--- src/lzop_pkg.sv ---
// ----------------------------------------------------------------------------
// lzop_pkg
// Shared types and constants of the lzop container header parser.
// ----------------------------------------------------------------------------
package lzop_pkg;

	localparam int unsigned FIFO_DEPTH = 4;
	localparam int unsigned FIFO_AW    = $clog2(FIFO_DEPTH);

	localparam logic [4:0] KIND_MAGIC   = 5'd0;
	localparam logic [4:0] KIND_VERSION = 5'd1;
	localparam logic [4:0] KIND_LIBVER  = 5'd2;
	localparam logic [4:0] KIND_NEEDVER = 5'd3;
	localparam logic [4:0] KIND_METHOD  = 5'd4;
	localparam logic [4:0] KIND_LEVEL   = 5'd5;
	localparam logic [4:0] KIND_FLAGS   = 5'd6;
	localparam logic [4:0] KIND_FILTER  = 5'd7;
	localparam logic [4:0] KIND_MODE    = 5'd8;
	localparam logic [4:0] KIND_TIMELO  = 5'd9;
	localparam logic [4:0] KIND_TIMEHI  = 5'd10;
	localparam logic [4:0] KIND_NAMELEN = 5'd11;
	localparam logic [4:0] KIND_NAMEBYT = 5'd12;
	localparam logic [4:0] KIND_HDRSUM  = 5'd13;
	localparam logic [4:0] KIND_XLEN    = 5'd14;
	localparam logic [4:0] KIND_XBYTE   = 5'd15;
	localparam logic [4:0] KIND_XSUM    = 5'd16;
	localparam logic [4:0] KIND_USIZE   = 5'd17;
	localparam logic [4:0] KIND_CSIZE   = 5'd18;
	localparam logic [4:0] KIND_USUM    = 5'd19;
	localparam logic [4:0] KIND_CSUM    = 5'd20;
	localparam logic [4:0] KIND_PAYLOAD = 5'd21;
	localparam logic [4:0] KIND_END     = 5'd22;

	localparam logic [2:0] ST_OK        = 3'd0;
	localparam logic [2:0] ST_BAD_MAGIC = 3'd1;
	localparam logic [2:0] ST_NRV       = 3'd2;
	localparam logic [2:0] ST_ZLIB      = 3'd3;
	localparam logic [2:0] ST_UNKNOWN   = 3'd4;
	localparam logic [2:0] ST_MULTI     = 3'd5;

	localparam logic [15:0] NEW_VERSION = 16'h0940;
	localparam logic [31:0] FL_ADLER_D  = 32'h0000_0001;
	localparam logic [31:0] FL_ADLER_C  = 32'h0000_0002;
	localparam logic [31:0] FL_EXTRA    = 32'h0000_0040;
	localparam logic [31:0] FL_CRC_D    = 32'h0000_0100;
	localparam logic [31:0] FL_CRC_C    = 32'h0000_0200;
	localparam logic [31:0] FL_MULTI    = 32'h0000_0400;
	localparam logic [31:0] FL_FILTER   = 32'h0000_0800;

	typedef struct packed {
		logic [4:0]  kind;
		logic [63:0] value;
		logic        last;
		logic [2:0]  status;
	} result_t;

	function automatic logic [7:0] magic_byte(input logic [3:0] idx);
		logic [7:0] b;
		unique case (idx)
			4'd0: b = 8'h89;
			4'd1: b = 8'h4c;
			4'd2: b = 8'h5a;
			4'd3: b = 8'h4f;
			4'd4: b = 8'h00;
			4'd5: b = 8'h0d;
			4'd6: b = 8'h0a;
			4'd7: b = 8'h1a;
			4'd8: b = 8'h0a;
			default: b = 8'h00;
		endcase
		return b;
	endfunction

	function automatic logic [2:0] method_status(input logic [31:0] m);
		logic [2:0] s;
		unique case (m)
			32'd1, 32'd2, 32'd3: s = ST_OK;
			32'h1a, 32'h1b, 32'h2a, 32'h2b, 32'h2d: s = ST_NRV;
			32'd128: s = ST_ZLIB;
			default: s = ST_UNKNOWN;
		endcase
		return s;
	endfunction

endpackage

--- src/lzop_front.sv ---
// ----------------------------------------------------------------------------
// lzop_front
// Byte parser: follows the file layout and builds one result per field end,
// string byte or payload byte.
// ----------------------------------------------------------------------------
module lzop_front (
	input  logic                 clk,
	input  logic                 arst_n,
	input  logic                 take,
	input  logic [7:0]           data_byte,
	input  logic                 stream_start,
	output logic                 res_valid,
	output lzop_pkg::result_t    res
);

	typedef enum logic [4:0] {
		PH_MAGIC, PH_VER, PH_LIB, PH_NEED, PH_METHOD, PH_LEVEL, PH_FLAGS,
		PH_FILTER, PH_MODE, PH_TLO, PH_THI, PH_NLEN, PH_NAME, PH_HSUM,
		PH_XLEN, PH_XBYTE, PH_XSUM, PH_USIZE, PH_CSIZE, PH_UADL, PH_UCRC,
		PH_CADL, PH_CCRC, PH_PAYLOAD
	} phase_t;

	phase_t      phase_q, ph;
	logic [3:0]  byte_index_q, bi;
	logic [31:0] field_shift_q, fs;
	logic [15:0] version_q, ver;
	logic [31:0] flags_q, flg;
	logic [31:0] remaining_q, rem;
	logic [31:0] usize_q, us;
	logic [31:0] csize_q, cs;
	logic [63:0] total_q, tot;
	logic        magic_good_q, mg;
	logic        halted_q, hlt;
	logic        newver;
	logic [31:0] val;

	function automatic logic [3:0] phase_len(input phase_t p);
		logic [3:0] n;
		unique case (p)
			PH_MAGIC: n = 4'd9;
			PH_VER, PH_LIB, PH_NEED: n = 4'd2;
			PH_METHOD, PH_LEVEL, PH_NLEN: n = 4'd1;
			default: n = 4'd4;
		endcase
		return n;
	endfunction

	function automatic logic [4:0] phase_kind(input phase_t p);
		logic [4:0] k;
		unique case (p)
			PH_UADL, PH_UCRC: k = lzop_pkg::KIND_USUM;
			PH_CADL, PH_CCRC: k = lzop_pkg::KIND_CSUM;
			PH_PAYLOAD: k = lzop_pkg::KIND_PAYLOAD;
			default: k = 5'(p);
		endcase
		return k;
	endfunction

	function automatic phase_t block_next(input phase_t from, input logic [31:0] fl,
			input logic [31:0] u, input logic [31:0] c);
		logic   csum;
		phase_t n;
		csum = c < u;
		if (from <= PH_UADL && (fl & lzop_pkg::FL_ADLER_D) != 32'd0) n = PH_UADL;
		else if (from <= PH_UCRC && (fl & lzop_pkg::FL_CRC_D) != 32'd0) n = PH_UCRC;
		else if (from <= PH_CADL && csum && (fl & lzop_pkg::FL_ADLER_C) != 32'd0)
			n = PH_CADL;
		else if (from <= PH_CCRC && csum && (fl & lzop_pkg::FL_CRC_C) != 32'd0)
			n = PH_CCRC;
		else if (c != 32'd0) n = PH_PAYLOAD;
		else n = PH_USIZE;
		return n;
	endfunction

	always_comb begin
		ph = phase_q; bi = byte_index_q; fs = field_shift_q; ver = version_q;
		flg = flags_q; rem = remaining_q; us = usize_q; cs = csize_q;
		tot = total_q; mg = magic_good_q; hlt = halted_q;
		res_valid = 1'b0;
		res = '0;
		val = '0;
		newver = 1'b0;
		if (stream_start) begin
			ph = PH_MAGIC; bi = '0; fs = '0; ver = '0; flg = '0; rem = '0;
			us = '0; cs = '0; tot = '0; mg = 1'b1; hlt = 1'b0;
		end
		if (!hlt) begin
			res.kind = phase_kind(ph);
			newver = ver >= lzop_pkg::NEW_VERSION;
			if (ph == PH_NAME || ph == PH_XBYTE || ph == PH_PAYLOAD) begin
				rem = rem - 32'd1;
				res_valid = 1'b1;
				res.value = {56'd0, data_byte};
				if (rem == 32'd0) begin
					unique case (ph)
						PH_NAME: ph = PH_HSUM;
						PH_XBYTE: ph = PH_XSUM;
						default: begin
							res.last = 1'b1;
							ph = PH_USIZE;
						end
					endcase
				end
			end else begin
				if (ph == PH_MAGIC && data_byte != lzop_pkg::magic_byte(bi))
					mg = 1'b0;
				fs = {fs[23:0], data_byte};
				bi = bi + 4'd1;
				if (bi == phase_len(ph)) begin
					val = fs;
					fs = '0;
					bi = '0;
					res_valid = 1'b1;
					res.value = {32'd0, val};
					unique case (ph)
						PH_MAGIC: begin
							if (!mg) begin
								res.status = lzop_pkg::ST_BAD_MAGIC;
								hlt = 1'b1;
							end else ph = PH_VER;
						end
						PH_VER: begin
							ver = val[15:0];
							ph = PH_LIB;
						end
						PH_LIB: ph = newver ? PH_NEED : PH_METHOD;
						PH_NEED: ph = PH_METHOD;
						PH_METHOD: begin
							res.status = lzop_pkg::method_status(val);
							ph = newver ? PH_LEVEL : PH_FLAGS;
						end
						PH_LEVEL: ph = PH_FLAGS;
						PH_FLAGS: begin
							flg = val;
							if ((val & lzop_pkg::FL_MULTI) != 32'd0)
								res.status = lzop_pkg::ST_MULTI;
							ph = ((val & lzop_pkg::FL_FILTER) != 32'd0) ? PH_FILTER : PH_MODE;
						end
						PH_FILTER: ph = PH_MODE;
						PH_MODE: ph = PH_TLO;
						PH_TLO: ph = newver ? PH_THI : PH_NLEN;
						PH_THI: ph = PH_NLEN;
						PH_NLEN: begin
							rem = val;
							ph = (val != 32'd0) ? PH_NAME : PH_HSUM;
						end
						PH_HSUM: ph = ((flg & lzop_pkg::FL_EXTRA) != 32'd0) ? PH_XLEN : PH_USIZE;
						PH_XLEN: begin
							rem = val;
							ph = (val != 32'd0) ? PH_XBYTE : PH_XSUM;
						end
						PH_XSUM: ph = PH_USIZE;
						PH_USIZE: begin
							if (val == 32'd0) begin
								hlt = 1'b1;
								res.kind = lzop_pkg::KIND_END;
								res.value = tot;
							end else begin
								us = val;
								tot = tot + {32'd0, val};
								ph = PH_CSIZE;
							end
						end
						PH_CSIZE: begin
							cs = val;
							ph = block_next(PH_UADL, flg, us, val);
							if (ph == PH_PAYLOAD) rem = val;
						end
						default: begin
							ph = block_next(phase_t'(ph + 5'd1), flg, us, cs);
							if (ph == PH_PAYLOAD) rem = cs;
						end
					endcase
				end
			end
		end
	end

	always_ff @(posedge clk or negedge arst_n) begin
		if (!arst_n) begin
			phase_q <= PH_MAGIC; byte_index_q <= '0; field_shift_q <= '0;
			version_q <= '0; flags_q <= '0; remaining_q <= '0; usize_q <= '0;
			csize_q <= '0; total_q <= '0; magic_good_q <= 1'b1; halted_q <= 1'b0;
		end else if (take) begin
			phase_q <= ph; byte_index_q <= bi; field_shift_q <= fs;
			version_q <= ver; flags_q <= flg; remaining_q <= rem; usize_q <= us;
			csize_q <= cs; total_q <= tot; magic_good_q <= mg; halted_q <= hlt;
		end
	end

endmodule

--- src/lzop_queue.sv ---
// ----------------------------------------------------------------------------
// lzop_queue
// Result queue between the parser and the output channel.
// ----------------------------------------------------------------------------
module lzop_queue (
	input  logic                 clk,
	input  logic                 arst_n,
	input  logic                 push,
	input  lzop_pkg::result_t    push_data,
	output logic                 has_room,
	output logic                 out_valid,
	input  logic                 out_ready,
	output lzop_pkg::result_t    out_data
);

	lzop_pkg::result_t               mem_q [lzop_pkg::FIFO_DEPTH];
	logic [lzop_pkg::FIFO_AW-1:0]    wr_q, rd_q;
	logic [lzop_pkg::FIFO_AW:0]      count_q;
	logic                            pop;

	assign has_room  = count_q < (lzop_pkg::FIFO_AW+1)'(lzop_pkg::FIFO_DEPTH);
	assign out_valid = count_q != '0;
	assign out_data  = mem_q[rd_q];
	assign pop       = out_valid && out_ready;

	always_ff @(posedge clk) begin
		if (push) mem_q[wr_q] <= push_data;
	end

	always_ff @(posedge clk or negedge arst_n) begin
		if (!arst_n) begin
			wr_q <= '0;
			rd_q <= '0;
			count_q <= '0;
		end else begin
			if (push) wr_q <= wr_q + 1'b1;
			if (pop) rd_q <= rd_q + 1'b1;
			count_q <= count_q + (lzop_pkg::FIFO_AW+1)'(push) - (lzop_pkg::FIFO_AW+1)'(pop);
		end
	end

endmodule

--- src/lzop_container_header_parser.sv ---
// ----------------------------------------------------------------------------
// lzop_container_header_parser
// One byte per cycle while the result queue has room; each result is written
// into that queue as its byte is transferred. The 4-entry queue decouples
// the parser from the output, so input stalls only when that queue is full.
// Asynchronous active-low reset returns the parser to the magic phase.
// ----------------------------------------------------------------------------
module lzop_container_header_parser (
	input  logic        clk,
	input  logic        arst_n,
	input  logic        in_valid,
	output logic        in_ready,
	input  logic [7:0]  data_byte,
	input  logic        stream_start,
	output logic        out_valid,
	input  logic        out_ready,
	output logic [4:0]  field_kind,
	output logic [63:0] field_value,
	output logic        payload_last,
	output logic [2:0]  status
);

	lzop_pkg::result_t res, head;
	logic              res_valid, take, room;

	assign in_ready = room;
	assign take     = in_valid && room;

	lzop_front u_front (
		.clk          (clk),
		.arst_n       (arst_n),
		.take         (take),
		.data_byte    (data_byte),
		.stream_start (stream_start),
		.res_valid    (res_valid),
		.res          (res)
	);

	lzop_queue u_queue (
		.clk       (clk),
		.arst_n    (arst_n),
		.push      (take && res_valid),
		.push_data (res),
		.has_room  (room),
		.out_valid (out_valid),
		.out_ready (out_ready),
		.out_data  (head)
	);

	assign field_kind   = head.kind;
	assign field_value  = head.value;
	assign payload_last = head.last;
	assign status       = head.status;

	a_last_payload: assert property (@(posedge clk) disable iff (!arst_n)
		out_valid && payload_last |-> field_kind == lzop_pkg::KIND_PAYLOAD)
		else $error("last flag on non-payload result");

	a_status_kind: assert property (@(posedge clk) disable iff (!arst_n)
		out_valid && status != lzop_pkg::ST_OK |->
		field_kind == lzop_pkg::KIND_MAGIC || field_kind == lzop_pkg::KIND_METHOD ||
		field_kind == lzop_pkg::KIND_FLAGS)
		else $error("status on wrong result kind");

	a_end_clean: assert property (@(posedge clk) disable iff (!arst_n)
		out_valid && field_kind == lzop_pkg::KIND_END |->
		status == lzop_pkg::ST_OK && !payload_last)
		else $error("end result carries flags");

endmodule

--- config.mk ---
export PLATFORM = sky130hd
export DESIGN_NAME = lzop_container_header_parser
export DESIGN_NICKNAME = d
export VERILOG_FILES = /design/src/lzop_pkg.sv /design/src/lzop_front.sv /design/src/lzop_queue.sv /design/src/lzop_container_header_parser.sv
export SDC_FILE = /design/constraint.sdc
export NUM_CORES = 1
export LEC_CHECK = 0
export ABC_AREA = 1
export BUFFER_PORTS_ARGS = -buffer_cell sky130_fd_sc_hd__buf_4
export CAP_MARGIN = 15
export CORE_UTILIZATION = 50
export DETAILED_ROUTE_END_ITERATION = 6
export MAX_ROUTING_LAYER = met4
export PLACE_DENSITY = 0.66
export SKIP_CTS_REPAIR_TIMING = 1
export SYNTH_ARGS = -nofsm -noshare
export SYNTH_HDL_FRONTEND = slang
export SYNTH_SLANG_ARGS = --single-unit
--- constraint.sdc ---
create_clock -name clk -period 10.82 [get_ports clk]
set_clock_uncertainty 0.05 [all_clocks]
set_input_delay 0.541 -clock clk [delete_from_list [all_inputs] [get_ports clk]]
set_output_delay 0.541 -clock clk [all_outputs]
set_load 0.005 [all_outputs]
== Yosys cells after proc, flatten, opt, wreduce, memory -nomap -nowiden ==
Memory sizes are Yosys's and may differ from the RTL's.
Index checks and enable logic that the tools add are counted.
Storage, ports and cells
  register bits after elaboration: 258
  bits in writable memories: 292
  memory bits (read-only): 112
  input bits: 13
  word-level logic and storage cells: 213
  memories: 2
Memories
  u_queue.mem_q: words 4, width 73, read ports 1, clocked after Yosys merged registers in 0, write ports 1, RTL line lzop_queue.sv:16  | lzop_pkg::result_t mem_q [lzop_pkg::FIFO_DEPTH];
  (name not given): words 16, width 7, read ports 1, clocked after Yosys merged registers in 0, write ports 0, RTL line lzop_pkg.sv:59  | unique case (idx)
Cells by class
  add/subtract/negate cells: 8
  order comparisons: 8
  equality and inequality tests: 36
  multiplexer cells: 115
  reduce and logical (&&, ||, !) cells: 30
Operator list (count)
  32-bit two-way mux: 26
  64-bit two-way mux: 7
  69-bit two-way mux: 3
  5-bit two-way mux: 26
  32-bit by 6-bit == test with 1-bit output, second input constant: 3
  32-bit one-hot mux with 3 select lines: 1
  5-bit one-hot mux with 17 select lines: 1
  16-bit two-way mux: 5
  73-bit two-way mux: 1
  64-bit by 32-bit adder with 64-bit output: 1
  32-bit by 2-bit == test with 1-bit output, second input constant: 2
  32-bit by 5-bit == test with 1-bit output, second input constant: 2
  32-bit zero test: 2
  32-bit less-than comparator: 2
  32-bit nonzero test: 2
  5-bit == test, second input constant: 10
  5-bit by 4-bit == test with 1-bit output, second input constant: 8
  32-bit by 1-bit == test with 1-bit output, second input constant: 1
  32-bit by 8-bit == test with 1-bit output, second input constant: 1
  32-bit by 1-bit subtractor with 32-bit output, second input constant: 1
  4-bit two-way mux: 7
  1-bit two-way mux: 23
  5-bit by 3-bit == test with 1-bit output, second input constant: 4
  5-bit less-or-equal comparator, second input constant: 4
  other kinds (28): 54

== Logic depth before layout (Yosys ltp) ==
  depth after elaboration: 19
  mapped depth: 33
  depth with buffers taken out: 24

== By module ==
Synthesis repeated with hierarchy kept, for this count alone.
Unflattened totals
  cells, all modules: 4089
  area, all modules: 31552.8 um2
By module, submodules not included
  lzop_front: instances 1, cells each 3107, area an instance 19676.4 um2, seq. area each 5256.3 um2
  lzop_queue: instances 1, cells each 978, area an instance 11858.9 um2, seq. area each 8943.6 um2
  lzop_container_header_parser: instances 1, cells each 4, area an instance 17.5 um2, seq. area each 0.0 um2

== Worst setup path after synthesis ==
No wires, ideal clock.
  path kind: in2reg
  from: input stream_start
  to: memory u_queue.mem_q[0][0] (netlist bit), enable pin
  data arrival time: 5.854 ns
  slack: 4.411 ns
  stages on the path: 16
  buffers on the path: 4
  cell sequence: buf_6 buf_8 buf_8 buf_12 nor2_4 inv_1 ha_1 nand2_1 nor2_1 nand3b_1 nor2_1 xor2_1 nand2_2 nand2_1 nand2_1 nor2_1
On the way
  cells in the longest elaborated chain, start to end: 13
  elaborated cells on any way between the ends: 28
  classes of those cells: 1 x add/sub; 10 x eq/ne; 11 x mux; 6 x reduce/logical
Ends and longest elaborated chain
  from (decl): RTL line lzop_container_header_parser.sv:14  | input logic stream_start,
  5-bit two-way mux: RTL line lzop_front.sv:83  | if (stream_start) begin
  5-bit by 3-bit == test with 1-bit output, or another cell as far along: RTL line lzop_front.sv:39  | unique case (p)
  3-bit OR reduction: RTL line lzop_front.sv:39
  4-bit one-hot mux with 3 select lines: RTL line lzop_front.sv:39
  4-bit two-way mux: RTL line lzop_front.sv:90  | if (ph == PH_NAME || ph == PH_XBYTE || ph == PH_PAYLOAD) begin
  4-bit two-way mux: RTL line lzop_front.sv:87  | if (!hlt) begin
  4-bit == test: RTL line lzop_front.sv:109  | if (bi == phase_len(ph)) begin
  1-bit two-way mux: RTL line lzop_front.sv:109
  1-bit two-way mux: RTL line lzop_front.sv:90
  1-bit two-way mux (*): RTL line lzop_front.sv:87
  1-bit logical AND (*): RTL line lzop_container_header_parser.sv:42  | .push (take && res_valid),
  1-bit two-way mux (*): RTL line lzop_queue.sv:27  | if (push) mem_q[wr_q] <= push_data;
  1-bit two-way mux (not written as such) (*): RTL line lzop_queue.sv:27
  to (decl): RTL line lzop_queue.sv:16
Every way passes the cells marked *; elsewhere a longest branch is shown, timed or not. The select of a mux whose other input is x is not followed.

== Worst setup path after layout ==
  from: input stream_start
  to: register u_front.total_q[52]
On the way
  cells in the longest elaborated chain, start to end: 10
  elaborated cells on any way between the ends: 32
  classes of those cells: 2 x add/sub; 11 x eq/ne; 13 x mux; 6 x reduce/logical
Ends and longest elaborated chain
  parallel branches: the longest is 9 deep, another holds 64-bit by 32-bit adder with 64-bit output
  64-bit two-way mux (*): RTL line lzop_front.sv:87
  to (signal assigned): RTL line lzop_front.sv:187  | csize_q <= cs; total_q <= tot; magic_good_q <= mg; halted_q <= hlt;
  to (decl): RTL line lzop_front.sv:31  | logic [63:0] total_q, tot;
Every way passes the cells marked *. The select of a mux whose other input is x is not followed.
A chain may end at the register's enable or synchronous reset.

==> impl_metrics.ini <==
[status]
outcome = complete, no violations

[grt]
antenna_found_initial = 2
use_met2_pct = 51.0
overflow = 0
grt_pass1_vias = 26669
use_met1_pct = 45.2
grt_use_met3_pct = 4.98
grt_max_degree = 86
grt_pass1_wl_um = 158000
track_usage_pct = 33.5
top_usage_layer = met2

[floorplan]
coreArea_um2 = 60800
ios = 88
start_util_pct = 51.0
die_x_um = 251
rows = 90
die_area_um2 = 63000
die_y_um = 251

[place]
io_buffers = 87
globalplace.congestion = 1.02
dp_hpwl_um = 70300
dp_cells = 4581

[routing]
via_per_inst = 6.04
vias = 28300
drc = 0
drt-total-wl_um = 103000
antenna_left = 0
drtIter0Drc = 3192
dr.pass1.iters = 6
wire_per_inst_um = 22.0

[job]
cap_viol_max_count = 0

[setup_path]
worstSetupPathType = primary input to flip-flop
startpoint_type = primary input
end_kind = flip-flop
worstPathArrival_ns = 6.83
crit_required_ns = 11.27
rrSetupSlack_ns = 5.10
crit_fanout = 45

[cells_and_area]
area_growth_pct = 10.1
finalNetCount = 3984
finalNonFillerCells = 4682
drive_gt1_share_pct = 8.67

[clock_network]
cts-root-buf = clkbuf_16
cts_tree = done
htreeDepth = 2
clk_latency_ns = 0.63
cts_sinks = 509
clk_path_buf_depth = 3
clk_pin_slew_ns = 0.06
cts_buffers = 55

[worst_hold_path]
holdCritPathClass = primary input to flip-flop

[timing]
tightest_slew_ns = 1.22
post-route-period-util_pct = 59.0
slew_violations = 0
setup_tns_ns = 0
hold_viol = 0
setup_violations = 0
rsz0062_at_grt = false
period_minus_slack_ns = 6.38
slew_headroom_pct = 18.5
max_freq_ghz = 0.157

[synthesis]
yosys_warnings = 0
synth_top_area_share_pct = 28.3
synth_area_leaders = edfxtp_1, dfrtp_1, nand2_1
synth_cell_types = 60
synthCells = 3851
synth_area_um2 = 31000
synth_common_cells = nand2_1, nor2_1, inv_1
yosysMostFrequentCell = nand2_1
syn_nets = 3978
ys_ff_latch = 509
yosysSeqAreaShare_pct = 45.8
async_flop_share_pct = 42.6
yosysTopAreaCell = edfxtp_1
syn_area_per_cell_um2 = 8.05
synth_edf_count = 292
synth_ff_type = edfxtp_1

[power]
p_per_area_nw_per_um2 = 237
p_total_mw = 8.08
leakagePower_nw = 14.4
vdd_ir_drop_max_v = 0.000163
## state kept, by name (all words and copies together), names as in the netlist
signal,flops
u_front.total_q,64
u_front.csize_q,32
u_front.usize_q,32
u_queue.count_q,3
u_front.byte_index_q,4
u_front.flags_q,5
u_front.version_q,10
u_front.field_shift_q,24
u_front.phase_q,5
u_queue.wr_q,2
u_queue.rd_q,2
u_queue.mem_q,292
u_front.magic_good_q,1
u_front.remaining_q,32
u_front.halted_q,1
## report_power, final
group | switching (mW) | internal, mW | total, mW
combinational | 2.54 | 1.18 | 3.72
clock | 0.805 | 1.11 | 1.91
sequential | 0.123 | 2.33 | 2.45
total | 3.47 | 4.61 | 8.08
## layer usage
metal | vias to the layer above | share of wire [%]
li1 | 13141 | -
met1 | 13444 | 42
met2 | 1436 | 45
met3 | 279 | 9.2
met4 | 0 | 3.9
met5 | - | 0
## area by class of cell
type                       instances  area [µm²]
antenna                            1        2.50
clock buffer                      73        1510
clock inverter                    26         308
fill                            5641       26700
inverter                         464        1750
multi-input combinational       2681       14300
sequential                       509       14200
tap                              782         978
timing repair buffer             146        1110
## path summary, 6_finish.rpt
check,start,to,depth (start not counted)
worst max-delay path,stream_start,u_front.total_q[52]$_DFFE_PN0P_,21
worst min-delay path,data_byte[3],u_front.field_shift_q[3]$_DFFE_PN0P_,3
worst max register to register,u_front.phase_q[1]$_DFFE_PN0P_,u_front.total_q[52]$_DFFE_PN0P_,19
worst min register to register,u_front.total_q[31]$_DFFE_PN0P_,u_front.total_q[31]$_DFFE_PN0P_,2
max in group asynchronous,arst_n,u_front.total_q[52]$_DFFE_PN0P_,3
min in group asynchronous,arst_n,u_front.csize_q[5]$_DFFE_PN0P_,2
## worst max-delay path, cell delays in order
cell	delay (ns)
buf_4	0.52
clkinv_2	0.59
buf_4	0.41
nand2_2	0.15
inv_1	0.10
nand2_1	0.09
nor2_1	0.05
ha_1	0.22
nor2_1	0.14
nand2_1	0.06
buf_4	0.24
nor2_1	0.46
inv_2	0.45
nor2_4	0.89
nand2_2	0.59
buf_4	0.43
nor2_4	0.17
nand2_1	0.18
nor2_1	0.19
nand4_1	0.12
xor2_1	0.16
## placed cells by master (no fill, tap or decap), types with 7 or more instances in the layout
master / instances
nand2_1: 612
nor2_1: 494
inv_1: 439
o21ai_0: 398
edfxtp_1: 292
a21oi_1: 282
dfrtp_1: 214
nand3_1: 163
buf_4: 144
o22ai_1: 114
ha_1: 112
nor3_1: 68
xor2_1: 65
clkbuf_16: 55
a22oi_1: 49
nand4_1: 46
o211ai_1: 30
nor4_1: 28
nor2_2: 22
a211oi_1: 21
inv_2: 20
xnor2_1: 20
nor2_4: 19
nand2_2: 16
a31oi_1: 13
a221oi_1: 12
clkbuf_1: 11
o221ai_1: 10
a32o_1: 10
clkinv_2: 9
o21a_1: 9
clkinv_1: 7
clkbuf_8: 7
## per-stage QoR
step / hold WS, ns / setup WS [ns] / instance area (µm²) / util [%]
5_1_grt: 0.209 / 4.25 / 34100 / 56.1
2_1_floorplan: 0.195 / 4.41 / 31000 / -
6_report: 0.215 / 4.44 / 34100 / 56.1
4_1_cts: -0.118 / 4.72 / 34100 / 56.1
3_3_place_gp: 0.413 / 4.29 / 32300 / 53.1
3_5_place_dp: 0.416 / 4.08 / 32300 / 53.1
## kinds of logic after synthesis
logic type	synth area share, %
flip-flops	45.8
XOR/XNOR	2.40
multiplexers	0.0323
AO/OA/AOI/OAI	17.8
buffers and inverters	8.38
AND/OR/NAND/NOR	21.0
adder cells (fa/ha/maj)	4.65
No activity file was read; power rests on OpenSTA's default activity.
